<file path="config.mk">
export PLATFORM = sky130hd
export DESIGN_NAME = digital_clock_set_display
export DESIGN_NICKNAME = d
export VERILOG_FILES = /design/src/rtl/dcsd_pkg.sv /design/src/rtl/dcsd_digit_decode.sv /design/src/rtl/dcsd_state.sv /design/src/rtl/digital_clock_set_display.sv
export SDC_FILE = /design/constraint.sdc
export NUM_CORES = 1
export LEC_CHECK = 0
export ABC_AREA = 1
export BUFFER_PORTS_ARGS = -buffer_cell sky130_fd_sc_hd__buf_4
export CAP_MARGIN = 15
export CORE_MARGIN = 2
export CORE_UTILIZATION = 50
export DETAILED_ROUTE_END_ITERATION = 16
export GPL_TIMING_DRIVEN = 0
export PLACE_DENSITY = 0.78
export SYNTH_ARGS = -nofsm -noshare
export SYNTH_HDL_FRONTEND = slang
export SYNTH_HIERARCHICAL = 1
export SYNTH_SLANG_ARGS = --single-unit
</file>
<file path="constraint.sdc">
create_clock -name clock -period 5.6 [get_ports clock]
set_input_delay 1.12 -clock clock [delete_from_list [all_inputs] [get_ports clock]]
set_output_delay 1.12 -clock clock [all_outputs]
set_load 0.02 [all_outputs]
</file>
<file path="src/rtl/dcsd_pkg.sv">
package dcsd_pkg;

   typedef struct packed {
      logic       second_pulse;
      logic       millisecond_pulse;
      logic [1:0] set_button;
      logic [1:0] up_button;
      logic [1:0] down_button;
   } req_word_type;

   typedef struct packed {
      logic [7:0] flash_period_ms;
      logic [7:0] repeat_period_ms;
   } cfg_type;

   localparam logic [1:0] BTN_PRESS = 2'd1;
   localparam logic [1:0] BTN_HOLD  = 2'd2;

   localparam logic CSR_FLASH_PERIOD  = 1'b0;
   localparam logic CSR_REPEAT_PERIOD = 1'b1;

   localparam logic [7:0] FLASH_PERIOD_RESET  = 8'd250;
   localparam logic [7:0] REPEAT_PERIOD_RESET = 8'd100;

   localparam logic [5:0] SECONDS_PER_MINUTE = 6'd60;
   localparam logic [5:0] MINUTES_PER_HOUR   = 6'd60;
   localparam logic [5:0] HOURS_PER_DAY      = 6'd24;

   localparam logic [3:0] MASK_LEFT_PAIR  = 4'h3;
   localparam logic [3:0] MASK_RIGHT_PAIR = 4'hC;
   localparam logic [3:0] MASK_ALL_ON     = 4'hF;

   function automatic logic [6:0] seg_pattern(input logic [3:0] digit);
      logic [6:0] pattern;
      case (digit)
         4'd0: pattern = 7'h40;
         4'd1: pattern = 7'h79;
         4'd2: pattern = 7'h24;
         4'd3: pattern = 7'h30;
         4'd4: pattern = 7'h19;
         4'd5: pattern = 7'h12;
         4'd6: pattern = 7'h02;
         4'd7: pattern = 7'h78;
         4'd8: pattern = 7'h00;
         4'd9: pattern = 7'h18;
         default: pattern = 7'h40;
      endcase
      return pattern;
   endfunction

endpackage

</file>
<file path="src/rtl/dcsd_digit_decode.sv">
module dcsd_digit_decode (
   input  logic [5:0] value,
   input  logic       tens,
   output logic [6:0] segments
);
   import dcsd_pkg::*;

   logic [13:0] product;
   logic [2:0]  tens_digit;
   logic [5:0]  ones_full;
   logic [3:0]  digit;

   // Multiplying by 205 and dropping 11 bits divides by ten for all six-bit values.
   assign product    = {8'd0, value} * 14'd205;
   assign tens_digit = product[13:11];
   assign ones_full  = value - ({3'b000, tens_digit} * 6'd10);
   assign digit      = tens ? {1'b0, tens_digit} : ones_full[3:0];
   assign segments   = seg_pattern(digit);

endmodule

</file>
<file path="src/rtl/dcsd_state.sv">
module dcsd_state (
   input  logic                  clock,
   input  logic                  reset,
   input  logic                  fire,
   input  dcsd_pkg::req_word_type word,
   input  dcsd_pkg::cfg_type      cfg,
   output logic [6:0]            segment_lines,
   output logic [3:0]            digit_enables,
   output logic [4:0]            hours_now,
   output logic [5:0]            minutes_now,
   output logic [5:0]            seconds_now,
   output logic [2:0]            clock_mode
);
   import dcsd_pkg::*;

   typedef enum logic [2:0] {
      MODE_HM,
      MODE_MS,
      MODE_SET_H,
      MODE_SET_M,
      MODE_MS_SET_M,
      MODE_MS_SET_S
   } mode_type;

   typedef struct packed {
      logic [5:0] hours;
      logic [5:0] minutes;
      logic [5:0] seconds;
   } time_type;

   function automatic logic [5:0] wrap_up(input logic [5:0] v, input logic [5:0] limit);
      logic [5:0] nxt;
      nxt = v + 6'd1;
      return (nxt >= limit) ? 6'd0 : nxt;
   endfunction

   function automatic logic [5:0] wrap_down(input logic [5:0] v, input logic [5:0] limit);
      return (v == 6'd0 || v >= limit) ? limit - 6'd1 : v - 6'd1;
   endfunction

   function automatic time_type step_field(input mode_type mode, input logic dir,
                                           input time_type t);
      time_type r;
      r = t;
      case (mode)
         MODE_SET_H: begin
            r.hours = dir ? wrap_up(t.hours, HOURS_PER_DAY) : wrap_down(t.hours, HOURS_PER_DAY);
         end
         MODE_SET_M, MODE_MS_SET_M: begin
            r.minutes = dir ? wrap_up(t.minutes, MINUTES_PER_HOUR)
                            : wrap_down(t.minutes, MINUTES_PER_HOUR);
         end
         MODE_MS_SET_S: begin
            r.seconds = dir ? wrap_up(t.seconds, SECONDS_PER_MINUTE)
                            : wrap_down(t.seconds, SECONDS_PER_MINUTE);
         end
         default: r = t;
      endcase
      return r;
   endfunction

   logic [4:0] hours_ff, hours_in;
   logic [5:0] minutes_ff, minutes_in;
   logic [5:0] seconds_ff, seconds_in;
   mode_type   mode_ff, mode_in;
   logic [7:0] flash_count_ff, flash_count_in;
   logic [7:0] repeat_count_ff, repeat_count_in;
   logic [3:0] blank_mask_ff, blank_mask_in;
   logic [1:0] digit_pointer_ff, digit_pointer_in;
   logic [6:0] segment_ff, segment_in;
   logic [3:0] enable_ff, enable_in;

   time_type   time_ticked;
   logic [7:0] repeat_ticked;
   logic [5:0] disp_value;
   logic       disp_tens;
   logic [6:0] disp_pattern;

   always_comb begin
      logic [5:0] sec_next;
      logic [5:0] min_next;
      logic [5:0] hour_next;
      logic       ms_view;
      logic [5:0] left_value;
      logic [5:0] right_value;

      sec_next  = seconds_ff;
      min_next  = minutes_ff;
      hour_next = {1'b0, hours_ff};
      if (word.second_pulse && (mode_ff == MODE_HM || mode_ff == MODE_MS)) begin
         sec_next = seconds_ff + 6'd1;
         if (sec_next >= SECONDS_PER_MINUTE) begin
            sec_next = 6'd0;
            min_next = minutes_ff + 6'd1;
         end
         if (min_next >= MINUTES_PER_HOUR) begin
            min_next  = 6'd0;
            hour_next = {1'b0, hours_ff} + 6'd1;
         end
         if (hour_next >= HOURS_PER_DAY) begin
            hour_next = 6'd0;
         end
      end
      time_ticked = '{hours: hour_next, minutes: min_next, seconds: sec_next};

      flash_count_in = flash_count_ff + {7'd0, word.millisecond_pulse};
      repeat_ticked  = repeat_count_ff + {7'd0, word.millisecond_pulse};
      blank_mask_in  = blank_mask_ff;
      if (flash_count_in == cfg.flash_period_ms) begin
         flash_count_in = 8'd0;
         case (mode_ff)
            MODE_SET_H, MODE_MS_SET_M: blank_mask_in = ~(blank_mask_ff & MASK_LEFT_PAIR);
            MODE_SET_M, MODE_MS_SET_S: blank_mask_in = ~(blank_mask_ff & MASK_RIGHT_PAIR);
            default: blank_mask_in = MASK_ALL_ON;
         endcase
      end

      ms_view = (mode_ff == MODE_MS || mode_ff == MODE_MS_SET_M || mode_ff == MODE_MS_SET_S);
      left_value  = ms_view ? time_ticked.minutes : time_ticked.hours;
      right_value = ms_view ? time_ticked.seconds : time_ticked.minutes;
      disp_value  = digit_pointer_ff[1] ? right_value : left_value;
      disp_tens   = ~digit_pointer_ff[0];

      if (word.millisecond_pulse) begin
         enable_in        = (4'b0001 << digit_pointer_ff) & blank_mask_in;
         digit_pointer_in = digit_pointer_ff + 2'd1;
      end else begin
         enable_in        = enable_ff;
         digit_pointer_in = digit_pointer_ff;
      end
   end

   dcsd_digit_decode u_digit_decode (
      .value    (disp_value),
      .tens     (disp_tens),
      .segments (disp_pattern)
   );

   always_comb begin
      time_type   t;
      logic       set_mode;
      logic [7:0] rc;

      segment_in = word.millisecond_pulse ? disp_pattern : segment_ff;

      mode_in = mode_ff;
      if (word.set_button == BTN_PRESS || word.set_button == BTN_HOLD) begin
         case (mode_ff)
            MODE_HM:       mode_in = (word.set_button == BTN_HOLD) ? MODE_SET_H : MODE_MS;
            MODE_MS:       mode_in = (word.set_button == BTN_HOLD) ? MODE_MS_SET_M : MODE_HM;
            MODE_SET_H:    mode_in = MODE_SET_M;
            MODE_SET_M:    mode_in = MODE_HM;
            MODE_MS_SET_M: mode_in = MODE_MS_SET_S;
            MODE_MS_SET_S: mode_in = MODE_MS;
            default:       mode_in = MODE_HM;
         endcase
      end

      set_mode = (mode_in == MODE_SET_H || mode_in == MODE_SET_M ||
                  mode_in == MODE_MS_SET_M || mode_in == MODE_MS_SET_S);
      t  = time_ticked;
      rc = repeat_ticked;

      if (word.up_button == BTN_PRESS) begin
         t = step_field(mode_in, 1'b1, t);
      end else if (word.up_button == BTN_HOLD && set_mode && rc == cfg.repeat_period_ms) begin
         rc = 8'd0;
         t  = step_field(mode_in, 1'b1, t);
      end

      if (word.down_button == BTN_PRESS) begin
         t = step_field(mode_in, 1'b0, t);
      end else if (word.down_button == BTN_HOLD && set_mode && rc == cfg.repeat_period_ms) begin
         rc = 8'd0;
         t  = step_field(mode_in, 1'b0, t);
      end

      repeat_count_in = rc;
      hours_in        = t.hours[4:0];
      minutes_in      = t.minutes;
      seconds_in      = t.seconds;
   end

   always_ff @(posedge clock) begin
      if (reset) begin
         hours_ff         <= 5'd0;
         minutes_ff       <= 6'd0;
         seconds_ff       <= 6'd0;
         mode_ff          <= MODE_HM;
         flash_count_ff   <= 8'd0;
         repeat_count_ff  <= 8'd0;
         blank_mask_ff    <= MASK_ALL_ON;
         digit_pointer_ff <= 2'd0;
         segment_ff       <= 7'd0;
         enable_ff        <= 4'd0;
      end else if (fire) begin
         hours_ff         <= hours_in;
         minutes_ff       <= minutes_in;
         seconds_ff       <= seconds_in;
         mode_ff          <= mode_in;
         flash_count_ff   <= flash_count_in;
         repeat_count_ff  <= repeat_count_in;
         blank_mask_ff    <= blank_mask_in;
         digit_pointer_ff <= digit_pointer_in;
         segment_ff       <= segment_in;
         enable_ff        <= enable_in;
      end
   end

   assign segment_lines = segment_ff;
   assign digit_enables = enable_ff;
   assign hours_now     = hours_ff;
   assign minutes_now   = minutes_ff;
   assign seconds_now   = seconds_ff;
   assign clock_mode    = mode_ff;

endmodule

</file>
<file path="src/rtl/digital_clock_set_display.sv">
// A word accepted on the request side is held in the input register; when the response
// side is free, the state update writes the response registers that offer it.
// Throughput: one word per cycle while the response side does not stall; the state
// registers double as the response register.
// Reset is synchronous and active high: time, mode, counters and display go to zero,
// the blanking mask to all on, and the periods to 250 ms and 100 ms.
module digital_clock_set_display (
   input  logic       clock,
   input  logic       reset,
   input  logic       req_valid,
   output logic       req_stall,
   input  logic       req_second_pulse,
   input  logic       req_millisecond_pulse,
   input  logic [1:0] req_set_button,
   input  logic [1:0] req_up_button,
   input  logic [1:0] req_down_button,
   output logic       rsp_valid,
   input  logic       rsp_stall,
   output logic [6:0] rsp_segment_lines,
   output logic [3:0] rsp_digit_enables,
   output logic [4:0] rsp_hours_now,
   output logic [5:0] rsp_minutes_now,
   output logic [5:0] rsp_seconds_now,
   output logic [2:0] rsp_clock_mode,
   input  logic       csr_write_enable,
   input  logic       csr_index,
   input  logic [7:0] csr_write_data
);
   import dcsd_pkg::*;

   req_word_type word_ff, word_in;
   logic         word_valid_ff, word_valid_in;
   logic         rsp_valid_ff, rsp_valid_in;
   cfg_type      cfg_ff, cfg_in;
   logic         fire;
   logic         req_accept;

   assign fire       = word_valid_ff && (!rsp_valid_ff || !rsp_stall);
   assign req_stall  = word_valid_ff && !fire;
   assign req_accept = req_valid && !req_stall;

   always_comb begin
      word_in = req_accept ? req_word_type'{second_pulse:      req_second_pulse,
                                            millisecond_pulse: req_millisecond_pulse,
                                            set_button:        req_set_button,
                                            up_button:         req_up_button,
                                            down_button:       req_down_button} : word_ff;
      word_valid_in = req_accept || (word_valid_ff && !fire);
      rsp_valid_in  = fire || (rsp_valid_ff && rsp_stall);

      cfg_in = cfg_ff;
      if (csr_write_enable) begin
         case (csr_index)
            CSR_FLASH_PERIOD:  cfg_in.flash_period_ms  = csr_write_data;
            CSR_REPEAT_PERIOD: cfg_in.repeat_period_ms = csr_write_data;
            default:           cfg_in = cfg_ff;
         endcase
      end
   end

   always_ff @(posedge clock) begin
      if (reset) begin
         word_valid_ff <= 1'b0;
         rsp_valid_ff  <= 1'b0;
         cfg_ff        <= '{flash_period_ms:  FLASH_PERIOD_RESET,
                            repeat_period_ms: REPEAT_PERIOD_RESET};
      end else begin
         word_valid_ff <= word_valid_in;
         rsp_valid_ff  <= rsp_valid_in;
         cfg_ff        <= cfg_in;
      end
      word_ff <= word_in;
   end

   dcsd_state u_state (
      .clock         (clock),
      .reset         (reset),
      .fire          (fire),
      .word          (word_ff),
      .cfg           (cfg_ff),
      .segment_lines (rsp_segment_lines),
      .digit_enables (rsp_digit_enables),
      .hours_now     (rsp_hours_now),
      .minutes_now   (rsp_minutes_now),
      .seconds_now   (rsp_seconds_now),
      .clock_mode    (rsp_clock_mode)
   );

   assign rsp_valid = rsp_valid_ff;

endmodule

</file>
==> reports/results.env, run 1 <==
DRT_PASS1_ITERATIONS=5
CRITICAL_PATH.N_BUFFERS_INVERTERS=5
POST_SYNTH_INST_COUNT=1046
DRC=0
CRIT_TOP_CELL='sky130_fd_sc_hd__nand2_2'
FIN_CRIT_NS=5.98
DIE_H_UM=122
CTSHOLDBUFFERS=0
IO_PINS=55
GRT_MAX_DEGREE=14
GPL_CONGESTION=0.954
IR_DROP_V=0.000228
SYNTH.AVG_CELL_AREA_UM2=6.61
SYN_NETS=1123
WORST-PATH-MAX-FANOUT=7
SYNTH-EDFF-COUNT=8
WORST_SLACK_NS=-0.383
COREAREA_UM2=13300
LAYOUT-DRIVE-GT1-SHARE=0.238
HOLD_PATH.CLASS='flip-flop to flip-flop'
CLOCK_SKEW_NS=0.00860
INITIAL_STANDARD_CELL_UTILIZATION_OF_THE_CORE=0.518
SETUP.WORST_PATH.START_CLASS='flip-flop'
POWER_DENSITY_nW_PER_UM2=230
PATH_CLASS='flip-flop to flip-flop'
GRT_PASS1_VIAS=6320
GR-TOTAL-OVERFLOW=0
ANTENNA_CELLS=0
GRT_PASS1_WL_MM=29.6
REGAREA_UM2=1680
CTS_HTREE_LEVELS=3
FLOORPLAN.ROWS=42
DIE_WIDTH_UM=122
NUM_VIAS=7104
CLOCK.FMAX_GHz=0.167
DIE_AREA_UM2=14800
DRT-VIAS-PER-INSTANCE=5.31
WORST_PATH_MAX_DELAY_CELL='sky130_fd_sc_hd__fa_1'
GRT.TOTAL_USAGE=0.247
WORST_SETUP_PATH_END_KIND='flip-flop'
WORST_SETUP_HOLD_PATH_CLK_SLEW_NS=0.06
TRITONCTS_BUFFERS=9
MAPPEDNETLISTAREA_UM2=6910
RUN_STATUS='finished, violations left'
PLACEMENT.CELL_AREA_UM2=7670
PLACE_HPWL_MM=13.2
WORST-ENDPOINT-REQUIRED_NS=5.83
CLOCK_LATENCY_LATE_SINK_NS=0.34
FINAL_MIN_PERIOD_OVER_CLOCK_PERIOD=1.07
SYNTH_SEQ_CELLS=79
AVGROUTEDWIREPERCELL_UM=13.8
HOLD_SLACK_NS=0.474
FINAL_MAX_SLEW_VIOL_COUNT=0
PORT_BUFFERS=54
ARRIVAL_TIME_REPORTED_FOR_THE_CRITICAL_PATH_ENDPOINT_NS=6.21
SYNTHARSTFLOPSHARE=0
SYNTH-SEQ-AREA-SHARE=0.240
SYNTH_TOP_FLOP_CELL='sky130_fd_sc_hd__dfxtp_1'
STATIC-LEAKAGE-POWER_nW=4.11
CLOCK_TREE_FROM_TRITONCTS='built'
DETAIL_ROUTE.ITER0.VIOLATIONS=448
CTS_SINKS=79
COUNT_OF_MAXIMUM_CAPACITANCE_VIOLATIONS=0
TOTALWIRELENGTH_MM=18.5
CRIT_FAMILY='adder cells'
WORST_PIN_SLEW_NS=0.822
TOTAL_POWER_mW=1.99
MULTI_INPUT_COMB_AREA_UM2=4960
FINAL_DESIGN_AREA_NO_FILL_UM2=8660
CTS_ROOT_BUFFER='sky130_fd_sc_hd__clkbuf_16'
SETUP_VIOLATIONS_FINAL=7
FAILED_CHECKS='negative setup slack'
FILLERS=1156
YOSYSWARNINGCOUNT=6
GRT_SETUP_UNREPAIRED='true'
CP_SLOWEST_STAGE_DELAY_NS=0.53
TIMING.SLEW.HEADROOM=0.448
LAYOUT_NET_COUNT=1234
ANTENNA_FOUND_INITIAL=0
AREA_GROWTH_SYN_TO_LAYOUT_PCT=25.2
YOSYS.CELL_TYPES.COUNT=54
ROUTE.ANTENNA.REMAINING_NETS=0
CTS.PATH.MAX_BUFFERS=2
TIMING_HOLD_VIOLATIONS_FINAL=0
## cell type report
cell class,count,area share
plain buffers,22,0.0131
clock inverters,2,0.00159
clock buffers,14,0.0329
well taps,176,0.0254
repair buffers,100,0.0890
flip-flops and latches,79,0.194
inverters,162,0.0715
multi-input cells,783,0.573
## logic make-up after synthesis
family / Yosys count / share of synthesized area
AO/OA/AOI/OAI: 164 / 0.141
flip-flops: 79 / 0.240
AND/OR/NAND/NOR: 528 / 0.361
buffers and inverters: 184 / 0.104
XOR/XNOR: 36 / 0.0467
adder cells (fa/ha/maj): 55 / 0.107
## worst register-to-register path: cells and delay by family, from the launching register on
family / cells / cell delay [ns]
buffers and inverters: 5 / 0.32
AOI/OAI and AO/OA: 4 / 0.58
DFF: 1 / 0.36
adders and majority gates: 7 / 2.13
and+or+nand+nor: 23 / 2.10
xor gates and xnor gates: 2 / 0.39
## layout by cell type, fill, tap and decap left out, drive strengths merged, types with 7 or more instances in the layout
master	Yosys	layout
a21oi	53	53
buf	7	107
clkbuf	15	29
dfxtp	71	71
edfxtp	8	8
fa	7	7
ha	48	48
inv	159	159
nand2	266	266
nand3	98	98
nand3b	7	7
nand4	28	28
nor2	106	106
nor3	9	9
o211ai	12	12
o21ai	72	72
or2	9	9
xnor2	13	13
xor2	23	23
## per-stage QoR
step | setup TNS, ns | setup WS [ns] | instances | utilization
after floorplan | -0.000496 | -0.000496 | 1046 | -
after global placement | -3.30 | -0.502 | 1276 | 0.575
after detailed placement | -4.16 | -0.632 | 1276 | 0.575
after CTS | -2.42 | -0.368 | 1324 | 0.629
after global routing | -4.51 | -0.689 | 1338 | 0.649
final | -2.35 | -0.383 | 1338 | 0.649
## sequential cells by signal, indices dropped and copies added, names as in the netlist
signal and count:
cfg_ff 16, rsp_valid 1, u_state/blank_mask_ff 4, u_state/clock_mode 3, u_state/digit_enables 4, u_state/digit_pointer_ff 2, u_state/flash_count_ff 8, u_state/hours_now 5
u_state/minutes_now 6, u_state/repeat_count_ff 8, u_state/seconds_now 6, u_state/segment_lines 7, word_ff 8, word_valid_ff 1
## routing by layer
layer | track usage | vias up | share of wire
li1 | - | 3644 | -
met1 | 0.347 | 3250 | 0.48
met2 | 0.393 | 183 | 0.45
met3 | 0.0398 | 27 | 0.054
met4 | 0.0675 | 0 | 0.013
met5 | 0 | - | 0
## report_power, final
group | switching [mW] | internal [mW]
sequential | 0.0305 | 0.601
combinational | 0.462 | 0.316
clock | 0.233 | 0.352
## worst paths after layout
path	startpoint	endpoint	slack [ns]	cells past startpoint
max	u_state/seconds_now[0]	u_state/segment_lines[4]	-0.38	41
min	word_valid_ff	rsp_valid	0.47	2
max reg2reg	u_state/seconds_now[0]	u_state/segment_lines[4]	-0.38	41
min reg2reg	word_valid_ff	rsp_valid	0.47	2
## cell usage after synthesis (6+ instances only)
cell                       number  area, µm²
sky130_fd_sc_hd__clkbuf_1      15       56.3
sky130_fd_sc_hd__nand3_1       84        420
sky130_fd_sc_hd__buf_4          6       45.0
sky130_fd_sc_hd__o211ai_1      12       90.1
sky130_fd_sc_hd__nand3_2       12        120
sky130_fd_sc_hd__nor2_1        95        357
sky130_fd_sc_hd__nand2_2       27        169
sky130_fd_sc_hd__nand4_1       27        169
sky130_fd_sc_hd__fa_1           7        140
sky130_fd_sc_hd__xor2_1        22        193
sky130_fd_sc_hd__o21ai_1       15       75.1
sky130_fd_sc_hd__nand3b_1       7       52.6
sky130_fd_sc_hd__a21oi_1       51        255
sky130_fd_sc_hd__inv_2         16       60.1
sky130_fd_sc_hd__inv_1        143        537
sky130_fd_sc_hd__nor2_2         7       43.8
sky130_fd_sc_hd__ha_1          48        601
sky130_fd_sc_hd__dfxtp_1       71       1420
sky130_fd_sc_hd__o21ai_0       52        260
sky130_fd_sc_hd__edfxtp_1       8        240
sky130_fd_sc_hd__xnor2_1       13        114
sky130_fd_sc_hd__nand2_1      237        890
sky130_fd_sc_hd__or2_2          7       43.8
sky130_fd_sc_hd__nor3_1         9       45.0
## repair_timing
action	in CTS	in global routing
resized for setup	38	33
setup buffers	32	15
pin swaps	48	50
setup endpoints to repair	7	7
endpoints found under the hold margin	0	0
(Power assumes the default switching activity.)
==> inputs of run 2 (changes only) <==
--- a/config.mk
+++ b/config.mk
@@ -12,7 +12,7 @@
 export CORE_UTILIZATION = 50
 export DETAILED_ROUTE_END_ITERATION = 16
 export GPL_TIMING_DRIVEN = 0
-export PLACE_DENSITY = 0.78
+export PLACE_DENSITY_LB_ADDON = 0.12
 export SYNTH_ARGS = -nofsm -noshare
 export SYNTH_HDL_FRONTEND = slang
 export SYNTH_HIERARCHICAL = 1
==> run 2 against run 1 <==
The flow still finishes with violations (negative setup slack). Routed wire length grew 0.90%. Combinational power grew 2%. Core utilization shrank 0.28 points. Clock skew is essentially flat. Die area is the same. Final cell count grew 0.15%. Largest power group unchanged.
==> reports/results.env, run 2 (synthesis gave the netlist of run 1 again) <==
RUN_STATUS='finished, violations left'
FAILED_CHECKS='negative setup slack'
PORT_BUFFERS=54  # unchanged
DRT_PASS1_ITERATIONS=5  # unchanged
CLOCK_TREE_FROM_TRITONCTS='built'
PWR-SHARE-COMB=0.402  # +0.012
IO_PINS=55  # unchanged
MIN_TO='u_state/flash_count_ff[0]'
CP_SLOWEST_STAGE_DELAY_NS=0.56  # +0.03 ns
PATH_CLASS='flip-flop to flip-flop'
LARGEST_REG_FLOPS=16  # unchanged
LAYOUT-DRIVE-GT1-SHARE=0.241  # +0.00303
FINAL_MAX_SLEW_VIOL_COUNT=0  # unchanged
HOLD_PATH.CLASS='flip-flop to flip-flop'
CTSHOLDBUFFERS=0  # unchanged
ANTENNA_FOUND_INITIAL=0  # unchanged
AREA_GROWTH_SYN_TO_LAYOUT_PCT=24.7
CTS.PATH.MAX_BUFFERS=2  # unchanged
MULTI_INPUT_COMB_AREA_UM2=4940  # -0.38%
SETUP.WORST_PATH.START_CLASS='flip-flop'
MOSTFREQUENTLAYOUTCELL='sky130_fd_sc_hd__nand2_1'
WORST_SLACK_NS=-0.378  # +0.00563 ns
FINAL_MIN_PERIOD_OVER_CLOCK_PERIOD=1.07  # about the same
SETUP_VIOLATIONS_FINAL=7  # unchanged
DIE_H_UM=122  # unchanged
CRIT_TOP_CELL='sky130_fd_sc_hd__nand2_2'
TOTALWIRELENGTH_MM=18.7  # +0.90%
AVGROUTEDWIREPERCELL_UM=13.9  # +0.75%
WORST_PIN_SLEW_NS=0.946  # +0.124 ns
GRT.TOTAL_USAGE=0.255  # +0.00819
DETAIL_ROUTE.ITER0.VIOLATIONS=467  # +4.2%
TOTAL_SWITCHING_POWER_uW=743  # +2.5%
ARRIVAL_TIME_REPORTED_FOR_THE_CRITICAL_PATH_ENDPOINT_NS=6.21  # about the same
CTS_SINKS=79  # unchanged
FIN_CRIT_NS=5.98  # -0.00563 ns
NETSWITCHINGFRACTION=0.376  # +0.0123
GRT_MAX_DEGREE=14  # unchanged
FINAL_CELL_MIX='218 x sky130_fd_sc_hd__nand2_1, 137 x sky130_fd_sc_hd__inv_1, 105 x sky130_fd_sc_hd__buf_4'
R2R_END='u_state/segment_lines[1]'
CTS_ROOT_BUFFER='sky130_fd_sc_hd__clkbuf_16'
HOLDCRITSTARTPOINT='u_state/flash_count_ff[0]'
CTS_HTREE_LEVELS=3  # unchanged
HIGHEST_LAYER='met4'
M1WIRELENGTH_MM=9.14  # +3.1%
LAYOUT_NET_COUNT=1236  # +0.16%
DETAILROUTE.WIRELENGTH.MET2_MM=8.38  # -0.52%
ROUTE.ANTENNA.REMAINING_NETS=0  # unchanged
STATIC-LEAKAGE-POWER_nW=4.11  # -0.11%
R2R_START='u_state/seconds_now[1]'
NUMBER_OF_PLACED_CELLS_COUNTING_WELL_TAPS=1276  # unchanged
TRITONCTS_BUFFERS=9  # unchanged
ANTENNA_CELLS=0  # unchanged
POWER_DENSITY_nW_PER_UM2=229  # -0.46%
FF2FF_SETUP_SLACK_NS=-0.38  # about the same
CLOCK_SKEW_NS=0.00886  # +0.000259 ns
WORST_SETUP_HOLD_PATH_CLK_SLEW_NS=0.06  # about the same
DIE_AREA_UM2=14800  # unchanged
MET3WIRELENGTH_UM=863  # -13%
GPL_CONGESTION=0.911  # -4.5%
REGAREA_UM2=1680  # about the same
GRT_PASS1_WL_MM=30.3  # +2.2%
CRITICAL_PATH.N_BUFFERS_INVERTERS=5  # unchanged
FILLERS=1275  # +10%
REGMOSTFLOPS='cfg_ff'
POST_LAYOUT_NONFILLER_INSTANCES=1340  # +0.15%
CLOCK_LATENCY_LATE_SINK_NS=0.34  # about the same
CRIT_FAMILY='simple AND/OR/NAND/NOR gates'
SEQUENTIALPOWERSHARE=0.319  # +0.002
GRT_SETUP_UNREPAIRED='true'
FLOORPLAN.ROWS=42  # unchanged
WORST-PATH-MAX-FANOUT=7  # unchanged
WORST-ENDPOINT-REQUIRED_NS=5.83  # about the same
WORST_SETUP_PATH_END_KIND='flip-flop'
INITIAL_STANDARD_CELL_UTILIZATION_OF_THE_CORE=0.518  # unchanged
NUM_VIAS=7068  # -0.51%
COREAREA_UM2=13300  # unchanged
COUNT_OF_MAXIMUM_CAPACITANCE_VIOLATIONS=0  # unchanged
DRC=0  # unchanged
HOLD_SLACK_NS=0.470  # -0.00375 ns
DIE_WIDTH_UM=122  # unchanged
CLOCK.FMAX_GHz=0.167  # about the same
TIMING.SLEW.HEADROOM=0.365  # -0.0834
GR-TOTAL-OVERFLOW=0  # unchanged
R2R_CELLS=42  # +2.4%
TIMING_HOLD_VIOLATIONS_FINAL=0  # unchanged
PLACE_HPWL_MM=13.6  # +3.2%
CLOCKPOWERSHARE=0.279  # -0.014
INSTANCE_COUNT_ALONG_THE_MOST_CRITICAL_HOLD_PATH=2  # unchanged
DRT-VIAS-PER-INSTANCE=5.27  # -0.66%
GRT_PASS1_VIAS=6253  # -1.1%
IR_DROP_V=0.000136  # -40%
P_INT_mW=1.23  # -2.8%
WORST_PATH_MAX_DELAY_CELL='sky130_fd_sc_hd__fa_2'
-- run 2: cell count changes in the layout (fill, tap and decap cells not counted), moves of 2 or more --
cell and delta:
sky130_fd_sc_hd__buf_4 +3, sky130_fd_sc_hd__nor2_1 +2, sky130_fd_sc_hd__nor2_2 -3, sky130_fd_sc_hd__clkbuf_1 -2, sky130_fd_sc_hd__nand3_2 +2, sky130_fd_sc_hd__inv_1 -2
sky130_fd_sc_hd__o21ai_1 -2, sky130_fd_sc_hd__nand3_4 -2, sky130_fd_sc_hd__inv_2 +3, sky130_fd_sc_hd__clkinv_2 +4
-- run 2: final cells by class --
cell class,instances,area share
plain buffers,22,0.0132
clock buffers,10,0.0277
clock inverters,6,0.00392
inverters,162,0.0715
multi-input cells,783,0.573
flip-flops and latches,79,0.194
well taps,176,0.0255
repair buffers,102,0.0907
-- run 2: timing repair --
item / 4_1_cts / 5_1_grt
endpoints found under the setup margin: 7 / 7
pin swaps: 51 / 46
gates cloned: 0 / 0
buffers inserted: 38 / 10
gates resized for setup: 35 / 32
-- run 2: tightest hold or removal path: stages, from the launching register on --
cell,delay [ns]
sky130_fd_sc_hd__dfxtp_1,0.31
sky130_fd_sc_hd__nand2_1,0.06
sky130_fd_sc_hd__a21oi_1,0.05
-- run 2: stage by stage --
step / setup TNS (ns) / instance area [µm²] / worst slack [ns] / utilization / total power, mW
floorplan: -0.000496 / 7040 / -0.000496 / - / 1.14
global placement: -3.78 / 7670 / -0.561 / 0.575 / 1.29
detailed placement: -4.43 / 7670 / -0.658 / 0.575 / 1.29
CTS: -2.36 / 8400 / -0.348 / 0.630 / 1.92
global route: -4.77 / 8620 / -0.694 / 0.646 / 2.10
finish: -2.52 / 8620 / -0.378 / 0.646 / 1.98
-- run 2: metal layers --
metal,vias to the layer above,track usage
li1,3645,-
met1,3200,0.362
met2,198,0.407
met4,0,0.0718
met3,25,0.0328
met5,-,0
-- run 2: power groups by stage --
stage / logic (mW) / registers (mW) / clock network [mW]
2_1_floorplan: 0.487 / 0.649 / 0
5_1_grt: 0.882 / 0.634 / 0.584
6_report: 0.794 / 0.631 / 0.551
3_3_place_gp: 0.645 / 0.643 / 0
3_5_place_dp: 0.651 / 0.643 / 0
4_1_cts: 0.731 / 0.630 / 0.562
-- run 2: how the worst max path moves through the flow --
stage | cells past startpoint | slack [ns] | start | endpoint
after floorplan | 43 | -0.0005 | u_state/seconds_now[0] | u_state/segment_lines[4]
after global placement | 42 | -0.56 | u_state/seconds_now[0] | u_state/segment_lines[2]
after detailed placement | 42 | -0.66 | u_state/seconds_now[0] | u_state/segment_lines[2]
after CTS | 43 | -0.35 | u_state/seconds_now[0] | u_state/segment_lines[2]
after global routing | 42 | -0.69 | u_state/seconds_now[1] | u_state/segment_lines[6]
final | 42 | -0.38 | u_state/seconds_now[1] | u_state/segment_lines[1]
